[src/design/afk_pkg.sv]
// ----------------------------------------------------------------------------
// afk_pkg
// shared types, constants and the sine/cosine helper functions
// ----------------------------------------------------------------------------
package afk_pkg;

  localparam int ANGLE_BITS = 16;
  localparam int PHASE_BITS = 24;
  localparam int TRIG_W     = 16;
  localparam int POS_W      = 18;
  localparam int CFG_W      = 16;
  localparam int CFG_IDX_W  = 3;
  localparam int IN_W       = 48;
  localparam int OUT_W      = 184;
  localparam int QDEPTH     = 2;

  localparam logic [CFG_IDX_W-1:0] REG_SHOULDER = 3'd0;
  localparam logic [CFG_IDX_W-1:0] REG_BASE_H   = 3'd1;
  localparam logic [CFG_IDX_W-1:0] REG_UPPER    = 3'd2;
  localparam logic [CFG_IDX_W-1:0] REG_FOREARM  = 3'd3;
  localparam logic [CFG_IDX_W-1:0] REG_WRIST    = 3'd4;

  localparam logic [PHASE_BITS-1:0] QUARTER = 24'h400000;

  typedef logic [PHASE_BITS-1:0] phase_t;
  typedef logic signed [TRIG_W-1:0] trig_t;

  // front-to-back queue entry: three phases plus the sum of the last two
  typedef struct packed {
    phase_t p1;
    phase_t p2;
    phase_t p3;
    phase_t p23;
  } phases_t;

  typedef struct packed {
    logic [CFG_W-1:0] sh;
    logic [CFG_W-1:0] bh;
    logic [CFG_W-1:0] ua;
    logic [CFG_W-1:0] fa;
    logic [CFG_W-1:0] wo;
  } cfg_t;

  function automatic phase_t to_phase(input logic [ANGLE_BITS-1:0] a);
    to_phase = phase_t'({a, {(PHASE_BITS-ANGLE_BITS){1'b0}}});
  endfunction

  // polynomial sine split in steps, quadrant handled by caller
  // mirrored quarter-turn fraction in Q15
  function automatic logic [15:0] sin_x15(input phase_t ph);
    logic [22:0] x;
    x = ph[22] ? (23'h400000 - {1'b0, ph[21:0]}) : {1'b0, ph[21:0]};
    sin_x15 = x[22:7];
  endfunction

  // x squared in Q15
  function automatic logic [16:0] sin_sq(input logic [15:0] x15);
    logic [31:0] p;
    p = 32'(x15) * 32'(x15);
    sin_sq = p[31:15];
  endfunction

  // inner part A - x^2 (B - x^2 C)
  function automatic logic [16:0] sin_poly(input logic [16:0] x2);
    logic [33:0] p;
    logic [16:0] t;
    p = 34'(x2) * 34'd2320;
    t = 17'd21024 - p[31:15];
    p = 34'(t) * 34'(x2);
    sin_poly = 17'd51472 - p[31:15];
  endfunction

  // final product and rounding to Q14
  function automatic logic [15:0] sin_fin(input logic [16:0] t, input logic [15:0] x15);
    logic [32:0] p;
    logic [16:0] y;
    p = 33'(t) * 33'(x15);
    y = p[31:15] + 17'd1;
    sin_fin = y[16:1];
  endfunction

endpackage

[src/design/afk_cfg.sv]
// ----------------------------------------------------------------------------
// afk_cfg
// link offset register file
// ----------------------------------------------------------------------------
module afk_cfg (
  input  logic                        clk,
  input  logic                        rst_n,
  input  logic                        cfg_valid,
  output logic                        cfg_ready,
  input  logic [afk_pkg::CFG_IDX_W-1:0] cfg_index,
  input  logic [afk_pkg::CFG_W-1:0]   cfg_data,
  output afk_pkg::cfg_t               cfg
);
  import afk_pkg::*;

  cfg_t cfg_r;
  assign cfg_ready = 1'b1;
  assign cfg = cfg_r;

  always_ff @(posedge clk) begin
    if (!rst_n) begin
      cfg_r.sh <= 16'd7143;
      cfg_r.bh <= 16'd5846;
      cfg_r.ua <= 16'd27853;
      cfg_r.fa <= 16'd31850;
      cfg_r.wo <= 16'd13959;
    end else if (cfg_valid) begin
      unique case (cfg_index)
        REG_SHOULDER: cfg_r.sh <= cfg_data;
        REG_BASE_H:   cfg_r.bh <= cfg_data;
        REG_UPPER:    cfg_r.ua <= cfg_data;
        REG_FOREARM:  cfg_r.fa <= cfg_data;
        REG_WRIST:    cfg_r.wo <= cfg_data;
        default: ;
      endcase
    end
  end
endmodule

[config.mk]
export PLATFORM = sky130hd
export DESIGN_NAME = afk_cfg
export DESIGN_NICKNAME = d
export VERILOG_FILES = /design/src/design/afk_pkg.sv /design/src/design/afk_cfg.sv
export SDC_FILE = /design/constraint.sdc
export NUM_CORES = 1
export LEC_CHECK = 0
export BUFFER_PORTS_ARGS = -buffer_cell sky130_fd_sc_hd__buf_2
export CAP_MARGIN = 40
export CORE_ASPECT_RATIO = 1.2
export CORE_MARGIN = 8
export CORE_UTILIZATION = 54
export DETAILED_ROUTE_END_ITERATION = 8
export PLACE_DENSITY = 0.84
export SLEW_MARGIN = 40
export SYNTH_ARGS = -nofsm -noshare
export SYNTH_HDL_FRONTEND = slang
export SYNTH_SLANG_ARGS = --single-unit
[constraint.sdc]
create_clock -name clk -period 1.78 [get_ports clk]
set_input_delay 0.089 -clock clk [delete_from_list [all_inputs] [get_ports clk]]
set_output_delay 0.089 -clock clk [all_outputs]
set_load 0.05 [all_outputs]
# Yosys cells after proc, flatten, opt, wreduce, memory -nomap -nowiden

Index checks and enable logic that the tools add are counted.

Register bits: 80
Latch bits: 0
RAM bits: 0
Memory bits (read-only): 0
Logic and storage cells: 15
Memories: 0

Add/sub/neg operators: 0
Multipliers: 0
Div/mod/pow operators: 0
Order comparisons: 0
Equality and inequality tests: 4
Shift-type cells: 0
Mux-type cells: 0
Bitwise logic cells: 0
Reduce and logical (&&, ||, !) cells: 6

Operators by type and width:

| cell                                                            | count |
|---|---|
| 2-bit AND reduction                                             | 5 |
| 3-bit by 2-bit == test with 1-bit output, second input constant | 2 |
| 3-bit by 1-bit == test with 1-bit output, second input constant | 1 |
| 3-bit == test, second input constant                            | 1 |
| 3-bit logical NOT                                               | 1 |

# Depth between registers and ports, before layout

Gate-level depths: netlist (run 1).

Depth in word-level cells: 2
Gate-level depth with buffers: 5

# Worst setup path after synthesis (run 1)

No wires, ideal clock.

Path kind: input to register
From: input cfg_index[1] in the netlist's numbering
To: register cfg_r, in the netlist cfg[71]
Library setup time: 0.127 ns
Arrival time: 1.002 ns
Slack: 0.651 ns
Stages on the path: 4
Path buffers: 2
Path through: buf_2 > or4b_1 > buf_4 > mux2i_1

Longest elaborated chain between the ends: 2

RTL lines:

| element                       | line          | source |
|---|---|---|
| start: declaration            | afk_cfg.sv:10 | `input logic [afk_pkg::CFG_IDX_W-1:0] cfg_index,` |
| 3-bit logical NOT             | afk_cfg.sv:28 | `unique case (cfg_index)` |
| 2-bit AND reduction (no line) | -             |  |
| end: declaration              | afk_cfg.sv:16 | `cfg_t cfg_r;` |

No other way between the ends.
A chain may end at the register's enable or synchronous reset.

# Final worst setup path (run 1)

From: register cfg_r, in the netlist cfg[48]
To: output cfg[48] in the netlist's numbering

RTL lines:

| element          | line          | source |
|---|---|---|
| end: declaration | afk_cfg.sv:12 | `output afk_pkg::cfg_t cfg` |

No word-level cell between the ends.

==> impl_metrics.yaml, run 1 <==
routing:
  drc: 0
  route.detailed.wl_per_inst_um: 15.4
  dr_wl_met3_um: 655
  firstDrtPassIters: 4
  met1_length_um: 3150
  drt_iter0_markers: 72
  dr_wl_met2_um: 3560
  ant_nets: 0
  vias: 2393
  wirelength_um: 7530
  vias_per_cell: 4.88
  top_layer_used: "met4"
clock_network:
  ctsLongestPathBuffers: 2
  post_cts_buffers: 0
  clockRootBuffer: "clkbuf_8"
  cts.clk_slew.worst_paths_ns: 0.08
  cts_tree: "yes"
  htree_levels: 3
  cts_resized: 0
  cts.sinks: 80
  cts_buffers: 9
  clk_latency_ns: 0.33
worst_setup_path:
  cp_cell_sequence: "buf_2"
  slowest_delay_ns: 0.36
  critPathCaptureType: "output port"
  critical_path_class: "reg2out"
  cp.required_ns: 1.69
  path_buf_inv: 1
  critPathLaunchType: "flop"
  crit_family: "flip-flops"
  path_max_fanout: 2
  crit_arrival_ns: 0.97
  slowest_stage: "dfxtp_1"
  r2r-start: "cfg[66]"
  critPathLaunch: "cfg[48]"
place:
  portBuffers: 101
  post-place-cells: 474
  place_hpwl_um: 5660
  placed_area_um2: 3780
  place_congestion: 0.782
  dp_slack_ns: 0.399
yosys:
  synth_ff_type: "dfxtp_1"
  synthXorXnorAreaFrac_pct: 0
  yosys_warnings: 0
  yosys.area_share.simple_pct: 20.7
  syn_nets: 327
  synthAdderAreaFrac_pct: 0
  async_flop_share_pct: 0
  synth_top_area_cell: "dfxtp_1"
  synthMuxAreaShare_pct: 25.2
  synth_edf_count: 0
  synth_area_leaders: "dfxtp_1 50%, mux2i_1 25%, nor2b_1 12%, nand2_1 6.1%, clkbuf_1 1.5%"
  synth_common_cells: "80 x dfxtp_1, 80 x mux2i_1, 59 x nor2b_1"
  synth_area_um2: 3170
  synthCells: 305
  yosysSeqAreaShare_pct: 50.5
  synth-seq-cells: 80
  yosys.area.top_type_share_pct: 50.5
  synth_compound_area_share_pct: 0
  ys_types: 16
  synth_top_family_by_area: "multiplexers"
  post_synth.cell_area_avg_um2: 10.4
power_and_ir_drop:
  pwr-share-comb_pct: 11.3
  power_frac_seq_pct: 50.6
  ir_drop_mv: 0.506
  p_int_uw: 2740
  powerDensity_nw_per_um2: 913
  swShare_pct: 25.2
  p_clk_share_pct: 38.2
  leakagePower_uw: 0.00191
  switchingPower_uw: 921
finish:
  area_delta_synth_final_pct: 26.1
  finalNonFillerCells: 490
  antenna_cells: 0
  seq_area_um2: 1600
  fillers: 427
  drive_gt1_share_pct: 32.0
  largest_register_ffs: 80
  final_area_um2: 4000
  fin_nets: 428
  multiInputGateArea_um2: 1480
sta:
  setup_viol: 0
  skew_ns: 0
  setup_slack_ns: 0.720
  worst_hold_slack_ns: 0.0141
  slew_violations: 0
  rsz0062_at_grt: "false"
  fmax_ghz: 0.943
  setup-tns-final_ns: 0
  hold_viol_final: 0
  finalCritPeriodShare_pct: 59.6
  finalCriticalPeriod_ns: 1.06
grt:
  overflow: 0
  grt_max_degree: 37
  antenna_found_initial: 0
  grt_util_all_layers_pct: 17.9
  grt_pass1_vias: 2462
  grt_pass1_wl_um: 12200
flow_run:
  cap_violations: 0
min_path:
  hp-start: "cfg_data[12]"
  hold_class: "in2reg"
run_status:
  status: "finished, final reports clean"
floorplan:
  die_y_um: 100
  core_area_um2: 5670
  num_rows: 30
  die_area_um2: 8600
  initial_core_util_pct: 56.0
  num_io_pins: 103
  die_x_um: 86.0
## placed cells by master (no fill, tap or decap)
cell type	n
mux2i_1	80
nand4b_1	1
nor2b_1	59
dfxtp_1	80
nand2_1	52
nand4bb_1	3
and4b_1	1
buf_12	1
buf_4	11
nor4bb_2	1
buf_2	101
bufinv_16	2
clkbuf_8	9
clkinvlp_4	2
dlygate4sd3_1	1
clkinv_2	2
and4bb_2	1
or4b_1	1
nor4b_2	1
conb_1	1
## area by class of cell
| class | count | share of cell area [%] |
|---|---|---|
| multi-input combinational | 201 | 36.8 |
| timing repair buffer | 114 | 15.4 |
| sequential | 80 | 40.0 |
| clock inverter | 6 | 2.13 |
| tap | 80 | 2.50 |
| clock buffer | 9 | 3.09 |
## final timing paths
path	endpoint	slack (ns)	cells past startpoint
setup / recovery	cfg[48]	0.72	1
hold / removal	cfg[44]	0.01	3
setup reg to reg	cfg[66]	1.12	2
hold reg to reg	cfg[18]	0.46	2
## metal layers
layer / up-vias / global-route usage [%]
li1: 1199 / -
met1: 1095 / 19.6
met2: 83 / 29.9
met3: 16 / 6.30
met4: 0 / 8.65
met5: - / 0
## through the flow
stage	power (uW)	utilization (%)
4_1_cts	3690	70.6
2_1_floorplan	2180	-
3_5_place_dp	2300	66.8
6_report	3660	70.6
3_3_place_gp	2300	66.8
5_1_grt	3780	70.6
## what timing repair did
item | CTS | global route
endpoints found under the hold margin | 1 | 0
setup endpoints to repair | 0 | 0
hold buffers | 1 | 0
## power groups by stage
stage               Sequential (uW)  Combinational [uW]  Clock, uW
finish                         1850                 413       1400
CTS                            1850                 416       1430
global placement               1890                 407          0
floorplan                      2030                 154          0
detailed placement             1890                 413          0
global route                   1850                 440       1490
## logic make-up after synthesis
| logic type | count (synthesis) |
|---|---|
| and+or+nand+nor | 120 |
| muxes | 80 |
| DFF | 80 |
| buffers and inverters | 24 |
| other | 1 |
No activity file was read; power rests on OpenSTA's default activity.
==> run 2: changes to the inputs <==
- CORE_UTILIZATION: 54 -> 45
- PLACE_DENSITY: 0.84 -> 0.75
- clock period: 1.78 -> 0.9 ns (I/O delays scaled with it)
==> impl_metrics.yaml, run 2 (same netlist as run 1, synthesis figures left out) <==
grt:
  overflow: 0
  antenna_found_initial: 0
  grt_pass1_wl_um: 14800
  grt_util_all_layers_pct: 18.9
  grt_pass1_vias: 2948
  grt_max_degree: 29
finish:
  fillers: 413
  antenna_cells: 0
  drive_gt1_share_pct: 54.4
  fin_nets: 478
  area_delta_synth_final_pct: 70.2
  final_area_um2: 5400
  largest_register_ffs: 80
  layout_common_cells: "80 x mux2i_1, 80 x dfxtp_2, 79 x buf_8"
floorplan:
  die_x_um: 92.7
  core_area_um2: 6850
  initial_core_util_pct: 46.3
  num_rows: 33
  die_area_um2: 10000
  die_y_um: 108
  num_io_pins: 103
sta:
  fmax_ghz: 1.09
  setup_viol: 9
  finalCriticalPeriod_ns: 0.916
  hold_viol_final: 0
  skew_ns: 0
  rsz0062_at_grt: "true"
  finalCritPeriodShare_pct: 102
  setup_slack_ns: -0.0161
  slew_violations: 0
worst_setup_path:
  r2r-start: "cfg[9]"
  crit_path_end: "cfg[61]"
  critPathCaptureType: "output port"
  cp_cell_sequence: "buf_8"
  cp.required_ns: 0.85
  critical_path_class: "reg2out"
  crit_cells: 1
  critPathLaunchType: "flop"
  reg2regPathDepth: 3
  crit_arrival_ns: 0.87
  r2r_end: "cfg[9]"
  rrSetupSlack_ns: 0.04
  crit_family: "flip-flops"
  critPathLaunch: "cfg[61]"
  slowest_delay_ns: 0.38
  path_buf_inv: 1
  path_max_fanout: 2
  slowest_stage: "dfxtp_2"
clock_network:
  ctsLongestPathBuffers: 2
  clk_latency_ns: 0.34
  htree_levels: 3
  clockRootBuffer: "clkbuf_8"
  cts.clk_slew.worst_paths_ns: 0.08
  cts.sinks: 80
  cts_tree: "yes"
  cts_buffers: 9
power_and_ir_drop:
  switchingPower_uw: 2010
  ir_drop_mv: 1.15
  powerDensity_nw_per_um2: 1500
  pwr-share-comb_pct: 14.0
  power_frac_seq_pct: 45.8
  swShare_pct: 24.8
  leakagePower_uw: 0.00247
  p_clk_share_pct: 40.2
  p_int_uw: 6090
place:
  place_congestion: 0.781
  placed_area_um2: 3970
  dp_slack_ns: -0.233
  portBuffers: 101
  place_hpwl_um: 6140
routing:
  drc: 0
  route.detailed.wl_per_inst_um: 18.1
  vias_per_cell: 5.02
  ant_nets: 0
  vias: 2749
  firstDrtPassIters: 5
  drt_iter0_markers: 109
  wirelength_um: 9920
run_status:
  violations: "negative setup slack"
  status: "finished, violations left"
flow_run:
  cap_violations: 0
min_path:
  hold_class: "in2reg"
==> run 2: cell count changes in the layout (fill, tap and decap cells not counted), moves of 2 or more <==
| cell | change |
|---|---|
| buf_12 | +3 |
| buf_4 | +34 |
| nor2b_1 | -2 |
| clkinv_2 | -2 |
| dfxtp_2 | +80 |
| buf_2 | -80 |
| nor2b_2 | +2 |
| dfxtp_1 | -80 |
| dlygate4sd3_1 | +13 |
| buf_8 | +79 |
==> run 2: how the worst min path moves through the flow <==
| stage | startpoint | to | slack [ns] | cells after the start |
|---|---|---|---|---|
| floorplan | cfg_data[6] | cfg[6] | 0.18 | 2 |
| finish | cfg_data[7] | cfg[23] | 0.05 | 3 |
| global placement | cfg_data[6] | cfg[6] | 0.31 | 3 |
| detailed placement | cfg_data[10] | cfg[74] | 0.33 | 3 |
| global route | cfg_data[7] | cfg[23] | 0.03 | 3 |
| CTS | cfg_data[7] | cfg[23] | 0.006 | 3 |
==> run 2: area by class of cell <==
| type | instances | area, um^2 | area share, % |
|---|---|---|---|
| repair buffers | 164 | 1860 | 34.4 |
| flip-flops and latches | 80 | 1700 | 31.5 |
| multi-input cells | 201 | 1480 | 27.4 |
| clock buffers | 10 | 138 | 2.55 |
| clock inverters | 6 | 115 | 2.13 |
| well taps | 87 | 109 | 2.01 |
==> run 2: stage by stage <==
step / cells / total power [uW] / TNS [ns] / hold slack (ns) / util, %
floorplan: 305 / 4330 / -0.886 / 0.184 / -
global placement: 499 / 4620 / -8.93 / 0.314 / 57.9
detailed placement: 499 / 4630 / -10.02 / 0.327 / 57.9
CTS: 538 / 8130 / -0.708 / 0.00614 / 76.9
global route: 548 / 8380 / -2.21 / 0.0287 / 78.8
finish: 548 / 8100 / -0.0589 / 0.0497 / 78.8
==> run 2: power by group through the flow <==
stage | logic, uW | clock network, uW | registers [uW]
final | 1130 | 3260 | 3710
after global routing | 1190 | 3480 | 3710
after CTS | 1090 | 3330 | 3700
after detailed placement | 891 | 0 | 3740
after global placement | 879 | 0 | 3740
after floorplan | 313 | 0 | 4010
==> run 2: what timing repair did <==
action	in CTS	in global routing
endpoints found under the hold margin	30	0
hold buffers	14	0
gates resized for setup	304	17
setup buffers	9	10
cloned	0	0
endpoints found under the setup margin	80	82
==> run 2: worst register-to-register path: cells and delay by family, from the launching register on <==
kind,cells,cell delay [ns]
DFF,1,0.34
and+or+nand+nor,1,0.16
buffers and inverters,1,0.13
muxes,1,0.11
==> run 2: per-layer routing <==
layer | wire [um] | up-vias | track usage, % | share of wire, %
met3 | 463 | 19 | 4.50 | 4.7
met2 | 5660 | 80 | 36.8 | 57
met4 | 283 | 0 | 8.88 | 2.9
met5 | 0 | - | 0 | 0
met1 | 3510 | 1343 | 18.1 | 35
li1 | - | 1307 | - | -
==> run 3: changes to the inputs <==
- CORE_UTILIZATION: 45 -> 50
- PLACE_DENSITY: 0.75 -> 0.79
- clock period: 0.9 -> 0.95 ns (I/O delays scaled with it)
==> impl_metrics.yaml, run 3 (same netlist as run 1, synthesis figures left out) <==
power_and_ir_drop:
  swShare_pct: 27.0
  p_int_uw: 4930
  p_clk_share_pct: 33.9
  power_frac_seq_pct: 51.7
  pwr-share-comb_pct: 14.4
  leakagePower_uw: 0.00221
  ir_drop_mv: 1.14
  powerDensity_nw_per_um2: 1400
  switchingPower_uw: 1830
finish:
  area_delta_synth_final_pct: 52.0
  fillers: 402
  drive_gt1_share_pct: 48.2
  layout_common_cells: "80 x mux2i_1, 80 x buf_6, 63 x dfxtp_2"
  antenna_cells: 0
  fin_nets: 453
  largest_register_ffs: 80
place:
  place_congestion: 0.812
  place_hpwl_um: 5990
  portBuffers: 101
sta:
  finalCritPeriodShare_pct: 104
  slew_violations: 0
  setup_viol: 1
  worst_hold_slack_ns: 0.0100
  fmax_ghz: 1.01
  setup_slack_ns: -0.0357
  skew_ns: 0
  finalCriticalPeriod_ns: 0.986
  hold_viol_final: 0
  setup-tns-final_ns: -0.0357
worst_setup_path:
  critPathLaunch: "cfg_data[10]"
  critical_path_class: "in2reg"
  r2r-start: "cfg[10]"
  crit_arrival_ns: 1.19
  critPathLaunchType: "input port"
  critPathCaptureType: "flop"
  cp.required_ns: 1.15
  path_max_fanout: 4
routing:
  ant_nets: 0
  firstDrtPassIters: 4
  drc: 0
  vias: 2593
  wirelength_um: 9340
  route.detailed.wl_per_inst_um: 17.9
  vias_per_cell: 4.98
  drt_iter0_markers: 122
grt:
  grt_pass1_vias: 2717
  antenna_found_initial: 0
  grt_max_degree: 29
  grtUsageMet3_pct: 4.90
  busiest_layer: "met2"
  grt_pass1_wl_um: 13400
  grt_util_all_layers_pct: 19.2
  grt_use_met2_pct: 34.9
  overflow: 0
  grt_util_met1_pct: 20.4
flow_run:
  cap_violations: 0
run_status:
  status: "finished, violations left"
  violations: "negative setup slack"
clock_network:
  clockRootBuffer: "clkbuf_8"
  htree_levels: 3
  cts_buffers: 9
  post_cts_buffers: 0
  ctsLongestPathBuffers: 2
  cts_tree: "yes"
  clk_latency_ns: 0.34
  cts.clk_slew.worst_paths_ns: 0.08
  cts.sinks: 80
floorplan:
  core_area_um2: 6290
  die_y_um: 103
  die_area_um2: 9160
  num_io_pins: 103
  num_rows: 32
  die_x_um: 88.7
  initial_core_util_pct: 50.5
min_path:
  hold_class: "in2reg"
  hp-start: "cfg_data[7]"
==> run 3: changes by cell type in the layout (fill, tap and decap cells not counted), moves of 2 or more <==
cell / change
buf_6: +79
buf_8: -79
buf_4: -23
dfxtp_1: +17
dfxtp_2: -17
bufinv_16: -3
clkinv_2: +3
dlygate4sd3_1: -3
nor2b_1: +2
nor2b_2: -2
==> run 3: worst max-delay path, stage by stage <==
cell and delay, ns:
dlygate4sd3_1 0.54, buf_2 0.14, nor2b_1 0.30, mux2i_1 0.16
==> run 3: layout make-up <==
class	count	area (um^2)	share of cell area [%]
clock buffers	11	151	3.14
clock inverters	5	31.3	0.648
multi-input cells	201	1480	30.6
flip-flops and latches	80	1680	34.8
well taps	85	106	2.20
repair buffers	139	1380	28.6
==> run 3: final timing paths <==
kind	cells after the start	slack [ns]	endpoint
hold / removal	3	0.01	cfg[23]
setup reg to reg	2	0.17	cfg[10]
hold reg to reg	2	0.47	cfg[14]
setup / recovery	4	-0.04	cfg[10]
==> run 3: routing by layer <==
metal / share of wire, % / wire [um]
met5: 0 / 0
met4: 2.0 / 184
met3: 4.6 / 431
met2: 55 / 5110
met1: 39 / 3610
==> run 3: power groups by stage <==
stage,registers [uW],clock network [uW],logic (uW)
floorplan,3800,0,295
global placement,3540,0,825
detailed placement,3540,0,836
CTS,3480,2320,933
global route,3500,2480,1030
finish,3500,2290,974
==> run 3: timing repair <==
action,CTS,global route
hold buffers,10,1
setup endpoints to repair,80,70
hold endpoints to repair,14,1
gates resized for setup,123,100
==> run 3: metrics by stage <==
| step | area (um^2) | setup slack [ns] | total power [uW] | instances | utilization, % |
|---|---|---|---|---|---|
| 2_1_floorplan | 3190 | -0.0665 | 4100 | 305 | - |
| 3_3_place_gp | 3950 | -0.198 | 4370 | 494 | 62.9 |
| 3_5_place_dp | 3950 | -0.213 | 4380 | 494 | 62.9 |
| 4_1_cts | 4580 | 0.0000996 | 6730 | 520 | 72.8 |
| 5_1_grt | 4830 | -0.0767 | 7010 | 521 | 76.8 |
| 6_report | 4830 | -0.0357 | 6760 | 521 | 76.8 |
