==> config.mk <==
export PLATFORM = sky130hd
export DESIGN_NAME = afk_front
export DESIGN_NICKNAME = d
export VERILOG_FILES = /design/src/design/afk_pkg.sv /design/src/design/afk_front.sv
export SDC_FILE = /design/constraint.sdc
export NUM_CORES = 1
export LEC_CHECK = 0
export ABC_CLOCK_PERIOD_IN_PS = 6200
export BUFFER_PORTS_ARGS = -buffer_cell sky130_fd_sc_hd__buf_2
export CORE_UTILIZATION = 55
export CTS_CLUSTER_DIAMETER = 120
export CTS_CLUSTER_SIZE = 8
export DETAILED_ROUTE_END_ITERATION = 10
export PLACE_DENSITY = 0.82
export SLEW_MARGIN = 20
export SYNTH_ARGS = -nofsm -noshare
export SYNTH_HDL_FRONTEND = slang
export SYNTH_SLANG_ARGS = --single-unit
export TNS_END_PERCENT = 30
==> constraint.sdc <==
create_clock -name clk -period 6.2 [get_ports clk]
set_input_delay 0.31 -clock clk [delete_from_list [all_inputs] [get_ports clk]]
set_output_delay 0.31 -clock clk [all_outputs]
set_load 0.02 [all_outputs]
==> src/design/afk_pkg.sv <==
// ----------------------------------------------------------------------------
// afk_pkg
// shared types, constants and the sine/cosine helper functions
// ----------------------------------------------------------------------------
package afk_pkg;

  localparam int ANGLE_BITS = 16;
  localparam int PHASE_BITS = 24;
  localparam int TRIG_W     = 16;
  localparam int POS_W      = 18;
  localparam int CFG_W      = 16;
  localparam int CFG_IDX_W  = 3;
  localparam int IN_W       = 48;
  localparam int OUT_W      = 184;
  localparam int QDEPTH     = 2;

  localparam logic [CFG_IDX_W-1:0] REG_SHOULDER = 3'd0;
  localparam logic [CFG_IDX_W-1:0] REG_BASE_H   = 3'd1;
  localparam logic [CFG_IDX_W-1:0] REG_UPPER    = 3'd2;
  localparam logic [CFG_IDX_W-1:0] REG_FOREARM  = 3'd3;
  localparam logic [CFG_IDX_W-1:0] REG_WRIST    = 3'd4;

  localparam logic [PHASE_BITS-1:0] QUARTER = 24'h400000;

  typedef logic [PHASE_BITS-1:0] phase_t;
  typedef logic signed [TRIG_W-1:0] trig_t;

  // front-to-back queue entry: three phases plus the sum of the last two
  typedef struct packed {
    phase_t p1;
    phase_t p2;
    phase_t p3;
    phase_t p23;
  } phases_t;

  typedef struct packed {
    logic [CFG_W-1:0] sh;
    logic [CFG_W-1:0] bh;
    logic [CFG_W-1:0] ua;
    logic [CFG_W-1:0] fa;
    logic [CFG_W-1:0] wo;
  } cfg_t;

  function automatic phase_t to_phase(input logic [ANGLE_BITS-1:0] a);
    to_phase = phase_t'({a, {(PHASE_BITS-ANGLE_BITS){1'b0}}});
  endfunction

  // polynomial sine split in steps, quadrant handled by caller
  // mirrored quarter-turn fraction in Q15
  function automatic logic [15:0] sin_x15(input phase_t ph);
    logic [22:0] x;
    x = ph[22] ? (23'h400000 - {1'b0, ph[21:0]}) : {1'b0, ph[21:0]};
    sin_x15 = x[22:7];
  endfunction

  // x squared in Q15
  function automatic logic [16:0] sin_sq(input logic [15:0] x15);
    logic [31:0] p;
    p = 32'(x15) * 32'(x15);
    sin_sq = p[31:15];
  endfunction

  // inner part A - x^2 (B - x^2 C)
  function automatic logic [16:0] sin_poly(input logic [16:0] x2);
    logic [33:0] p;
    logic [16:0] t;
    p = 34'(x2) * 34'd2320;
    t = 17'd21024 - p[31:15];
    p = 34'(t) * 34'(x2);
    sin_poly = 17'd51472 - p[31:15];
  endfunction

  // final product and rounding to Q14
  function automatic logic [15:0] sin_fin(input logic [16:0] t, input logic [15:0] x15);
    logic [32:0] p;
    logic [16:0] y;
    p = 33'(t) * 33'(x15);
    y = p[31:15] + 17'd1;
    sin_fin = y[16:1];
  endfunction

endpackage

==> src/design/afk_front.sv <==
// ----------------------------------------------------------------------------
// afk_front
// input stage: angles to phases, joint sum, short queue toward the back end
// ----------------------------------------------------------------------------
module afk_front (
  input  logic                   clk,
  input  logic                   rst_n,
  input  logic                   in_valid,
  output logic                   in_ready,
  input  logic [afk_pkg::IN_W-1:0] in_data,
  output logic                   q_valid,
  input  logic                   q_ready,
  output afk_pkg::phases_t       q_data
);
  import afk_pkg::*;

  phases_t             mem_r [QDEPTH];
  logic                wp_r, rp_r;
  logic [1:0]          cnt_r;
  phases_t             ent;
  logic                push, pop;

  always_comb begin
    ent.p1  = to_phase(in_data[15:0]);
    ent.p2  = to_phase(in_data[31:16]);
    ent.p3  = to_phase(in_data[47:32]);
    ent.p23 = ent.p2 + ent.p3;
  end

  assign in_ready = (cnt_r != 2'(QDEPTH));
  assign push     = in_valid && in_ready;
  assign q_valid  = (cnt_r != 2'd0);
  assign pop      = q_valid && q_ready;
  assign q_data   = mem_r[rp_r];

  always_ff @(posedge clk) begin
    if (push) begin
      mem_r[wp_r] <= ent;
    end
  end

  always_ff @(posedge clk) begin
    if (!rst_n) begin
      wp_r <= 1'b0;
      rp_r <= 1'b0;
      cnt_r <= 2'd0;
    end else begin
      if (push) wp_r <= ~wp_r;
      if (pop) rp_r <= ~rp_r;
      cnt_r <= cnt_r + 2'(push) - 2'(pop);
    end
  end

  a_cnt: assert property (@(posedge clk) disable iff (!rst_n) cnt_r <= 2'(QDEPTH))
    else $error("queue count overflow");
  a_push_full: assert property (@(posedge clk) disable iff (!rst_n)
    (cnt_r == 2'(QDEPTH)) |-> !push) else $error("push into full queue");
  a_empty: assert property (@(posedge clk) disable iff (!rst_n)
    (cnt_r == 2'd0 && !push) |=> !q_valid) else $error("phantom entry");
endmodule

* Yosys cells after proc, flatten, opt, wreduce, memory -nomap -nowiden *
Memory sizes are Yosys's and may differ from the RTL's. A register that Yosys moved wholly into a read port is not among the register bits.
Index checks and enable logic that the tools add are counted.

storage, ports and cells
  bits in registers = 4
  latch bits = 0
  RAM bits = 144
  ROM bits = 0
  input bits = 52
  output and inout port bits = 98
  word-level logic and storage cells = 17
  memories = 1

memory list
  name   words  bits a word  rd ports  clocked after memory_dff  wr ports  line             text
  mem_r  2      72           1         1                         1         afk_front.sv:17  phases_t mem_r [QDEPTH];

cells by class
  $add $sub $neg = 3
  multiply operators = 0
  divide/modulo/power cells = 0
  order comparisons = 0
  equality and inequality tests = 1
  shifts and indexed selects = 0
  multiplexer cells = 4
  bitwise logic cells = 2
  reduce and logical (&&, ||, !) cells = 3

operators with widths
  kind                                   count
  adder 24 bit                           1
  2-to-1 mux 1 bit                       4
  adder 2 x 1 -> 2 bit                   1
  logical AND 1 bit                      2
  != test 2 bit (second input constant)  1
  NOT 1 bit                              2
  nonzero test 2 bit                     1
  subtractor 2 x 1 -> 2 bit              1

* Logic depth before layout (Yosys ltp) *
Gate-level depths: netlist of the first run.

  depth after elaboration = 4
  mapped depth = 8
  depth with buffers taken out = 8

* Worst setup path before layout of the first run *
Ideal clock, no wire load.

  path kind = register to register
  start = register cnt_r[0]
  end = memory mem_r[0][10] (netlist bit) (enable)
  data arrival time = 3411 ps
  data required time = 5712 ps
  setup slack = 2302 ps
  stages on the path, launching flop included = 4
  path through = dfxtp_1 > nand2b_1 > nand2_1 > nor2_1

between the ends
  word-level cells in the longest chain between the ends = 4

ends and longest elaborated chain
  item                                    line             text
  start: declaration                      afk_front.sv:19  logic [1:0] cnt_r;
  start signal: assignment                afk_front.sv:50  cnt_r <= cnt_r + 2'(push) - 2'(pop);
  != test 2 bit                           afk_front.sv:30  assign in_ready = (cnt_r != 2'(QDEPTH));
  via in_ready                            afk_front.sv:9   output logic in_ready,
  logical AND 1 bit                       afk_front.sv:31  assign push = in_valid && in_ready;
  2-to-1 mux 1 bit                        afk_front.sv:37  if (push) begin
  2-to-1 mux 1 bit (not written as such)  afk_front.sv:38  mem_r[wp_r] <= ent;
  end: declaration                        afk_front.sv:17

The timed path passes the listed nets, and every way through them passes these cells.

==> flow_summary_export.csv, run 1 <==
group,metric,value,unit
worst_setup_path,worst_ep_arrival_time,2.38,ns
clocking,cts.sink_count,133,
synthesis,synth-seq-area-share,0.6714,
synthesis,yosys-top-cells-area,"edfxtp_1 65%, mux2_1 7.3%, mux2_2 5.0%, buf_4 4.1%, ha_1 3.6%",
floorplan,initial_core_util,0.5690,
global_route,grt_antenna_before_repair,0,
floorplan,die_area,0.01110,sq mm
pwr,p_sw,0.0008586,W
clocking,cts_tree,"built",
timing,fin_skew,0.007682,ns
floorplan,num_rows,37,
clocking,cts_setup_buffers,0,
synthesis,ys_async_sr_fraction,0,
global_route,grt_pass1_wl,17590,um
finish,area_growth,27.11,%
run_status,status,"finished clean",
pwr,seqPwrFrac,0.416,
routing,drt-wirelength-per-cell,16.34,um
synthesis,syn-cell-area,0.005874,sq mm
clocking,clk_latency,0.52,ns
synthesis,netlist_instances,359,
finish,layout_commonest_cell,"edfxtp_1",
floorplan,die_w,105.3,um
pwr,leakage,2.911,nW
global_route,grt_pass1_vias,3614,
floorplan,core_area,0.01032,sq mm
finish,drive_gt1_frac,0.3438,
timing,rsz0062_at_grt,"false",
clocking,h-tree-depth,4,
clocking,cts_buffers,17,
timing,setup_viol,0,
timing,slew_headroom,0.4237,
finish,fillers,653,
placed_design,dpl.hpwl,6558,um
global_route,use_met3,0.07607,
timing,fin_ws,3.505,ns
clocking,path_clk_slew,0.06,ns
worst_setup_path,worstSetupStartpointType,"flip-flop",
clocking,root_buffer,"clkbuf_8",
worst_setup_path,crit_fanout,41,
synthesis,synthFlopType,"edfxtp_1",
synthesis,synth_cell_types,44,
pwr,p_int,0.001985,W
timing,finalHoldViolCount,0,
placed_design,pre_cts_slack,3.847,ns
global_route,grt_max_degree,66,
routing,viasPerCell,5.211,
worst_setup_path,cp-end-kind,"output pin",
finish,final_cell_mix,"128 x edfxtp_1, 117 x buf_2, 46 x dlygate4sd3_1",
placed_design,place_congestion,0.7656,
global_route,grtUsageMet2,0.3586,
timing,max_freq,0.3711,GHz
pwr,p_sw_frac,0.3020,
worst_hold_path,hp-class,"input pin to flip-flop",
worst_setup_path,critPathRequiredTime,5.89,ns
pwr,power.density,380.8,mW/mm^2
routing,finalWirelength,11060,um
synthesis,synth_area_per_cell,16.36,sq um
global_route,gr-max-usage-layer,"met2",
timing,worst_slew_pin_slew,0.8645,ns
timing,final.period_utilization,0.4346,
clocking,clk_path_buf_depth,2,
clocking,ctsResizeCount,0,
global_route,overflow,0,
pwr,comb_power_share,0.265,
routing,first_iter_violations,216,
routing,vias,3528,
floorplan,io_pins,150,
finish,diodes,0,
finish,final_core_util,0.7233,
flow_run,drv_cap,0,
routing,drc,0,
timing,slew_viol_final,0,
synthesis,synth_top_area_cell,"edfxtp_1",
finish,nets,600,
global_route,grt.total_usage,0.2139,
placed_design,numPortBuffers,117,
synthesis,synth_edf_count,128,
global_route,grt_util_met1,0.2522,
synthesis,synth.yosys.warnings,0,
worst_setup_path,path_class,"flip-flop to output pin",
synthesis,synth_top_area_share,0.6543,
synthesis,synth-seq-cells,133,
timing,setup_tns,0,ns
routing,ant_nets,0,
pwr,clockPowerShare,0.319,
clocking,postCtsHoldBufs,46,
pwr,ir_drop,0.1896,mV
timing,min_period,2.695,ns
routing,dr.pass1.iters,5,
floorplan,chipHeight,105.3,um
[registers in the layout, indices dropped and copies added (netlist names), named ones only]
signal and flops:
wp_r 1, rp_r 1, cnt_r 2, mem_r 128
[logic make-up after synthesis]
family                     after synthesis  share of synthesized area
muxes                                   66                     0.1261
adders and majority gates               18                    0.03962
xor gates and xnor gates                16                    0.02385
DFF                                    133                     0.6714
AOI/OAI and AO/OA                       39                    0.04558
other                                    1                  0.0006384
buffers and inverters                   46                    0.05240
and+or+nand+nor                         40                    0.04047
[power by group through the flow]
stage | logic [W] | clock network, W | registers, W
after floorplan | 0.000547 | 0 | 0.00118
after global routing | 0.000807 | 0.000964 | 0.00119
after global placement | 0.000718 | 0 | 0.00119
after CTS | 0.000757 | 0.000921 | 0.00118
after detailed placement | 0.000727 | 0 | 0.00120
final | 0.000753 | 0.000907 | 0.00118
[stage by stage]
| step | hold slack [ns] | power, W | cell area, sq um | instances |
|---|---|---|---|---|
| 2_1_floorplan | 0.4089 | 0.001725 | 5991 | 390 |
| 3_3_place_gp | 0.4991 | 0.001912 | 6475 | 601 |
| 3_5_place_dp | 0.5049 | 0.001930 | 6475 | 601 |
| 4_1_cts | 0.01691 | 0.002862 | 7467 | 677 |
| 5_1_grt | 0.005597 | 0.002965 | 7467 | 677 |
| 6_report | 0.04388 | 0.002843 | 7467 | 677 |
[routing by layer]
metal | share of wire | vias up
met5 | 0 | -
met4 | 0.011 | 0
met3 | 0.066 | 11
met2 | 0.51 | 143
met1 | 0.42 | 1727
li1 | - | 1647
[cells in the mapped netlist, types with 2 or more instances]
library cell,number
xnor2_1,10
dfxtp_1,5
a21oi_1,13
nand2_1,10
ha_1,17
mux2_2,26
nor2b_1,2
buf_2,12
mux2_1,38
buf_4,32
nor2_1,4
and2_1,4
nand3_1,6
o21a_1,2
edfxtp_1,128
mux2i_1,2
nand4_1,2
nor3_2,4
o211ai_2,2
a31oi_1,2
or2_1,2
a21o_1,5
xor2_1,6
o21ai_1,5
[worst max-delay path: stages (launching register included)]
cell     delay, ns
dfxtp_2       0.68
buf_4         0.58
mux2_1        0.40
buf_2         0.17
[final timing paths]
kind	from	slack (ns)	end	depth (start not counted)
setup / recovery	flip-flop	3.51	q_data[21]	3
hold / removal	in_data[33]	0.04	mem_r[0][25]	1
setup reg to reg	cnt_r[0]	4.40	mem_r[0][38]	4
hold reg to reg	rp_r	0.55	flip-flop	2
[layout make-up]
| type | instances | area [sq um] | share of cell area |
|---|---|---|---|
| tap | 136 | 170.2 | 0.02279 |
| multi-input combinational | 211 | 1748 | 0.2341 |
| clock buffer | 17 | 414.1 | 0.05546 |
| clock inverter | 13 | 117.6 | 0.01575 |
| inverter | 1 | 3.754 | 0.0005027 |
| timing repair buffer | 166 | 1069 | 0.1431 |
| sequential | 133 | 3945 | 0.5283 |
Power figures use the tool's default switching activity.
==> run 2, diff against run 1 <==
Settings changed: ABC_CLOCK_PERIOD_IN_PS 6200 to 2760, CORE_UTILIZATION 55 to 53, PLACE_DENSITY 0.82 to 0.8.
Clock period 6.2 ns to 2.76 ns, I/O delays scaled along.
==> run 2 against run 1 <==
  * Sequential share of layout area shrank 0.78 points
  * Clock power grew 130%
  * Cell count grew 1.6%
  * Total power grew 130%
  * Worst setup slack lost 3.0 ns
  * Register-to-register slack lost 3.4 ns
  * Flip-flop and latch count is the same
  * First-iteration DRC count shrank 19%
  * Non-clock buffer count grew 5
  * Critical path depth grew 6
  * Die area grew 3.7%
  * Via count shrank 1.2%
  * Critical endpoint is now mem_r[1][20]
==> flow_summary_export.csv, run 2 (same netlist as run 1, synthesis figures left out) <==
group,metric,value,unit
timing,rsz0062_at_grt,"false",
timing,holdWs,0.09396,ns
worst_setup_path,cp_num_buf_inv,2,
clocking,ctsResizeCount,0,
clocking,path_clk_slew,0.06,ns
routing,met3_length,656,um
flow_run,drv_cap,0,
global_route,grt_antenna_before_repair,0,
worst_setup_path,cp-end-kind,"flip-flop",
pwr,leakage,2.956,nW
floorplan,core_area,0.01084,sq mm
worst_setup_path,crit_fanout,3,
floorplan,num_rows,38,
floorplan,die_w,107.3,um
timing,min_period,2.234,ns
finish,final_cell_mix,"128 x edfxtp_1, 117 x buf_2, 49 x dlygate4sd3_1",
timing,setup_viol,0,
finish,area_growth,29.03,%
clocking,root_buffer,"clkbuf_8",
worst_hold_path,hp-class,"input pin to flip-flop",
floorplan,die_area,0.01151,sq mm
clocking,postCtsHoldBufs,49,
global_route,grt.total_usage,0.2025,
finish,nets,605,
routing,viasPerCell,5.067,
worst_setup_path,critPathRequiredTime,3.01,ns
global_route,grt_pass1_vias,3571,
placed_design,place_congestion,0.7346,
timing,worst_slew_pin_slew,0.5817,ns
finish,diodes,0,
worst_setup_path,slowest_stage,"dlygate4sd3_1",
routing,drt-met1-wl,4718,um
finish,largest_register_ffs,128,
pwr,ir_drop,0.4443,mV
finish,reg.largest.list,"mem_r: 128 flops, cnt_r: 2 flops",
routing,ant_nets,0,
worst_setup_path,path_class,"input pin to flip-flop",
clocking,cts_buffers,17,
floorplan,io_pins,150,
timing,slew_viol_final,0,
floorplan,chipHeight,107.3,um
worst_setup_path,worst_ep_arrival_time,2.48,ns
worst_setup_path,slowest_delay,0.55,ns
finish,final_core_util,0.6992,
floorplan,initial_core_util,0.5419,
clocking,clk_path_buf_depth,2,
finish,regArea,0.003945,sq mm
placed_design,dpl.hpwl,7027,um
clocking,clk_latency,0.51,ns
routing,drc,0,
clocking,cts.sink_count,133,
worst_setup_path,crit_chain,"dlygate4sd3_1 -> buf_2 -> ha_1 -> fa_1 -> a21o_1 -> a31oi_1 -> o21ba_2 -> o21ai_1 -> xor2_1",
timing,setup_tns,0,ns
global_route,overflow,0,
routing,met2WireLength,5377,um
routing,first_iter_violations,175,
routing,dr.pass1.iters,4,
global_route,grt_max_degree,44,
finish,fillers,724,
timing,max_freq,0.4476,GHz
timing,slew_headroom,0.6122,
timing,fin_skew,0.008770,ns
global_route,grt_pass1_wl,17240,um
finish,multi_input_area,0.001748,sq mm
routing,finalWirelength,10880,um
pwr,power.density,858.7,mW/mm^2
timing,final.period_utilization,0.8095,
clocking,cts_setup_buffers,0,
placed_design,numPortBuffers,117,
finish,regMostFlops,"mem_r",
run_status,status,"finished clean",
finish,drive_gt1_frac,0.3522,
routing,top_layer,"met4",
clocking,cts_tree,"built",
routing,drt-wirelength-per-cell,15.81,um
worst_setup_path,worstSetupStartpointType,"input pin",
clocking,h-tree-depth,4,
routing,vias,3486,
timing,finalHoldViolCount,0,
worst_setup_path,crit_family,"compound AO/OA/AOI/OAI gates",
finish,layout_commonest_cell,"edfxtp_1",
-- run 2: worst register-to-register path: cells and delay by family, from the launching register on --
kind	cells	cell delay, ns
flip-flops	1	0.34
XOR/XNOR	2	0.25
adder cells (fa/ha/maj)	2	0.45
buffers and inverters	1	0.04
AND/OR/NAND/NOR	3	0.61
-- run 2: cell type report --
type,count,area share
inverter,1,0.0004952
clock buffer,17,0.05464
multi-input combinational,211,0.2306
timing repair buffer,171,0.1502
clock inverter,15,0.02047
tap,140,0.02311
sequential,133,0.5205
-- run 2: path summary, 6_finish.rpt --
check	to	startpoint	slack (ns)	cells after the start
max	mem_r[1][20]	in_data[16]	0.53	9
min	flip-flop	q_ready	0.09	4
max reg2reg	cnt_r[1]	cnt_r[1]	0.98	8
min reg2reg	flip-flop	rp_r	0.55	2
-- run 2: per-stage QoR --
stage	std cells	setup WS, ns	power [W]	area [sq um]
after floorplan	390	0.1548	0.003867	5998
after global placement	607	0.6507	0.004332	6520
after detailed placement	607	0.6112	0.004374	6520
after CTS	688	0.5505	0.006572	7580
after global routing	688	0.4627	0.006795	7580
final	688	0.5257	0.006508	7580
-- run 2: power by group --
part / leakage, nW / switching, W / total, W / internal [W]
registers: 1.24 / 0.0000918 / 0.00264 / 0.00255
clock network: 0.270 / 0.000839 / 0.00213 / 0.00129
logic: 1.45 / 0.00106 / 0.00174 / 0.000685
-- run 2: routing by layer --
metal | up-vias | GRT usage
met4 | 0 | 0.06947
met1 | 1668 | 0.2503
met5 | - | 0
li1 | 1664 | -
met2 | 145 | 0.3424
met3 | 9 | 0.05690
==> run 3, diff against run 2 <==
Settings changed: ABC_CLOCK_PERIOD_IN_PS 2760 to 1850, CORE_UTILIZATION 53 to 48, PLACE_DENSITY 0.8 to 0.76.
Clock period 2.76 ns to 1.85 ns, I/O delays scaled along.
==> run 3 against run 2 <==
  * Flip-flop and latch count unchanged
  * Sequential share of layout area decreased by 1.8 points
  * Design area is 3.7% higher
  * Non-clock buffer count is 17 higher
  * Worst setup slack got worse by 0.47 ns
  * Clock-buffer cell count rose by 2
  * Combinational power rose by 60%
  * Die area is 10% higher
  * Wire length increased by 5.2%
==> flow_summary_export.csv, run 3 (same netlist as run 1, synthesis figures left out) <==
group,metric,value,unit
run_status,status,"finished clean",
routing,drc,0,
finish,area_growth,33.82,%
clocking,cts_buffers,17,
worst_setup_path,cp-end-kind,"flip-flop",
placed_design,place_congestion,0.7925,
finish,regMostFlops,"mem_r",
worst_setup_path,worst_ep_arrival_time,1.95,ns
timing,max_freq,0.5573,GHz
placed_design,dpl_cell_area,0.006685,sq mm
worst_setup_path,worstSetupStartpointType,"input pin",
global_route,grt_pass1_wl,18110,um
worst_setup_path,crit_fanout,3,
floorplan,chipHeight,112.6,um
global_route,overflow,0,
flow_run,drv_cap,0,
timing,slew_viol_final,0,
timing,finalHoldViolCount,0,
pwr,power.density,1286,mW/mm^2
floorplan,io_pins,150,
finish,nets,622,
floorplan,die_w,112.6,um
pwr,ir_drop,0.6937,mV
routing,first_iter_violations,216,
global_route,grt_antenna_before_repair,0,
finish,regArea,0.003949,sq mm
worst_setup_path,startpoint,"in_data[29]",
global_route,grt.total_usage,0.1917,
finish,drive_gt1_frac,0.3823,
worst_hold_path,hp-start,"in_data[32]",
routing,viasPerCell,4.963,
timing,final.period_utilization,0.9700,
global_route,grt_max_degree,46,
floorplan,die_area,0.01268,sq mm
timing,fin_skew,0.006084,ns
finish,layout.cells.non_filler,712,
timing,min_period,1.795,ns
floorplan,num_rows,40,
placed_design,dpl.hpwl,7253,um
clocking,path_clk_slew,0.05,ns
global_route,grt_pass1_vias,3622,
finish,largest_register_ffs,128,
pwr,leakage,3.083,nW
worst_setup_path,critPathRequiredTime,2.00,ns
finish,multi_input_area,0.001838,sq mm
clocking,cts_tree,"built",
clocking,clk_latency,0.41,ns
placed_design,numPortBuffers,117,
routing,vias,3534,
clocking,clk_path_buf_depth,2,
clocking,root_buffer,"clkbuf_16",
routing,drt-wirelength-per-cell,16.07,um
finish,diodes,0,
routing,finalWirelength,11440,um
routing,ant_nets,0,
timing,setup_viol,0,
floorplan,initial_core_util,0.4911,
worst_setup_path,path_class,"input pin to flip-flop",
worst_setup_path,r2r_start,"cnt_r[0]",
finish,final_cell_mix,"128 x edfxtp_1, 117 x buf_2, 49 x dlygate4sd3_1",
timing,setup_tns,0,ns
finish,reg.largest.list,"mem_r: 128 flops, cnt_r: 2 flops",
worst_hold_path,hp-class,"input pin to flip-flop",
clocking,h-tree-depth,4,
clocking,cts.sink_count,133,
finish,layout_commonest_cell,"edfxtp_1",
placed_design,placed_cells,629,
routing,dr.pass1.iters,4,
finish,final_area,0.007861,sq mm
finish,fillers,865,
floorplan,core_area,0.01196,sq mm
==> run 3: cell count changes in the layout (fill, tap and decap cells not counted), moves of 2 or more <==
cell / delta
bufinv_16: +2
ha_1: -4
clkinv_1: +3
nand2_1: -2
clkbuf_1: +2
buf_4: +15
clkinvlp_4: -3
buf_12: +2
inv_6: -3
ha_2: +3
==> run 3: where the power goes <==
part | switching [W] | total (W) | internal [W]
registers | 0.000129 | 0.00394 | 0.00381
logic | 0.00165 | 0.00279 | 0.00115
clock network | 0.00116 | 0.00338 | 0.00222
total | 0.00293 | 0.0101 | 0.00717
==> run 3: per-stage QoR <==
| stage | hold WS (ns) | util | worst slack, ns | power, W |
|---|---|---|---|---|
| finish | 0.02737 | 0.6572 | 0.05548 | 0.01011 |
| global route | 0.02866 | 0.6572 | -0.04950 | 0.01052 |
| CTS | 0.01078 | 0.6503 | 0.01017 | 0.01017 |
| detailed placement | 0.2846 | 0.5589 | -0.1860 | 0.006671 |
| global placement | 0.2815 | 0.5589 | -0.1847 | 0.006599 |
| floorplan | 0.1914 | - | -0.08479 | 0.005788 |
==> run 3: what timing repair did <==
| action | CTS | global route |
|---|---|---|
| hold buffers | 49 | 0 |
| pin swaps | 0 | 4 |
| gates resized for setup | 0 | 14 |
| endpoints found under the setup margin | 29 | 16 |
| endpoints found under the hold margin | 101 | 0 |
| setup buffers | 1 | 1 |
==> run 3: worst paths after layout <==
| path | cells after the start | slack, ns | endpoint |
|---|---|---|---|
| setup / recovery | 7 | 0.06 | mem_r[1][22] |
| hold / removal | 2 | 0.03 | mem_r[0][8] |
| setup reg to reg | 8 | 0.10 | cnt_r[1] |
| hold reg to reg | 2 | 0.53 | flip-flop |
==> run 3: layout make-up <==
type / instances / share of cell area
clock inverters: 13 / 0.02069
multi-input cells: 211 / 0.2338
well taps: 147 / 0.02340
flip-flops and latches: 133 / 0.5023
repair buffers: 188 / 0.1643
inverters: 1 / 0.0004775
clock buffers: 19 / 0.05507
==> run 3: metal layers <==
layer / share of wire / routed length [um] / vias to the layer above / global-route usage
met5: 0 / 0 / - / 0
met4: 0.014 / 165 / 0 / 0.08711
met1: 0.43 / 4867 / 1695 / 0.2236
met2: 0.50 / 5728 / 130 / 0.3263
li1: - / - / 1696 / -
met3: 0.060 / 681 / 13 / 0.05778
==> run 3: critical path, cell delays in order <==
cell and delay, ns:
dlygate4sd3_1 0.56, buf_2 0.16, ha_1 0.34, nand4_1 0.14
nor4_1 0.43, nor3_2 0.07, xnor2_1 0.14
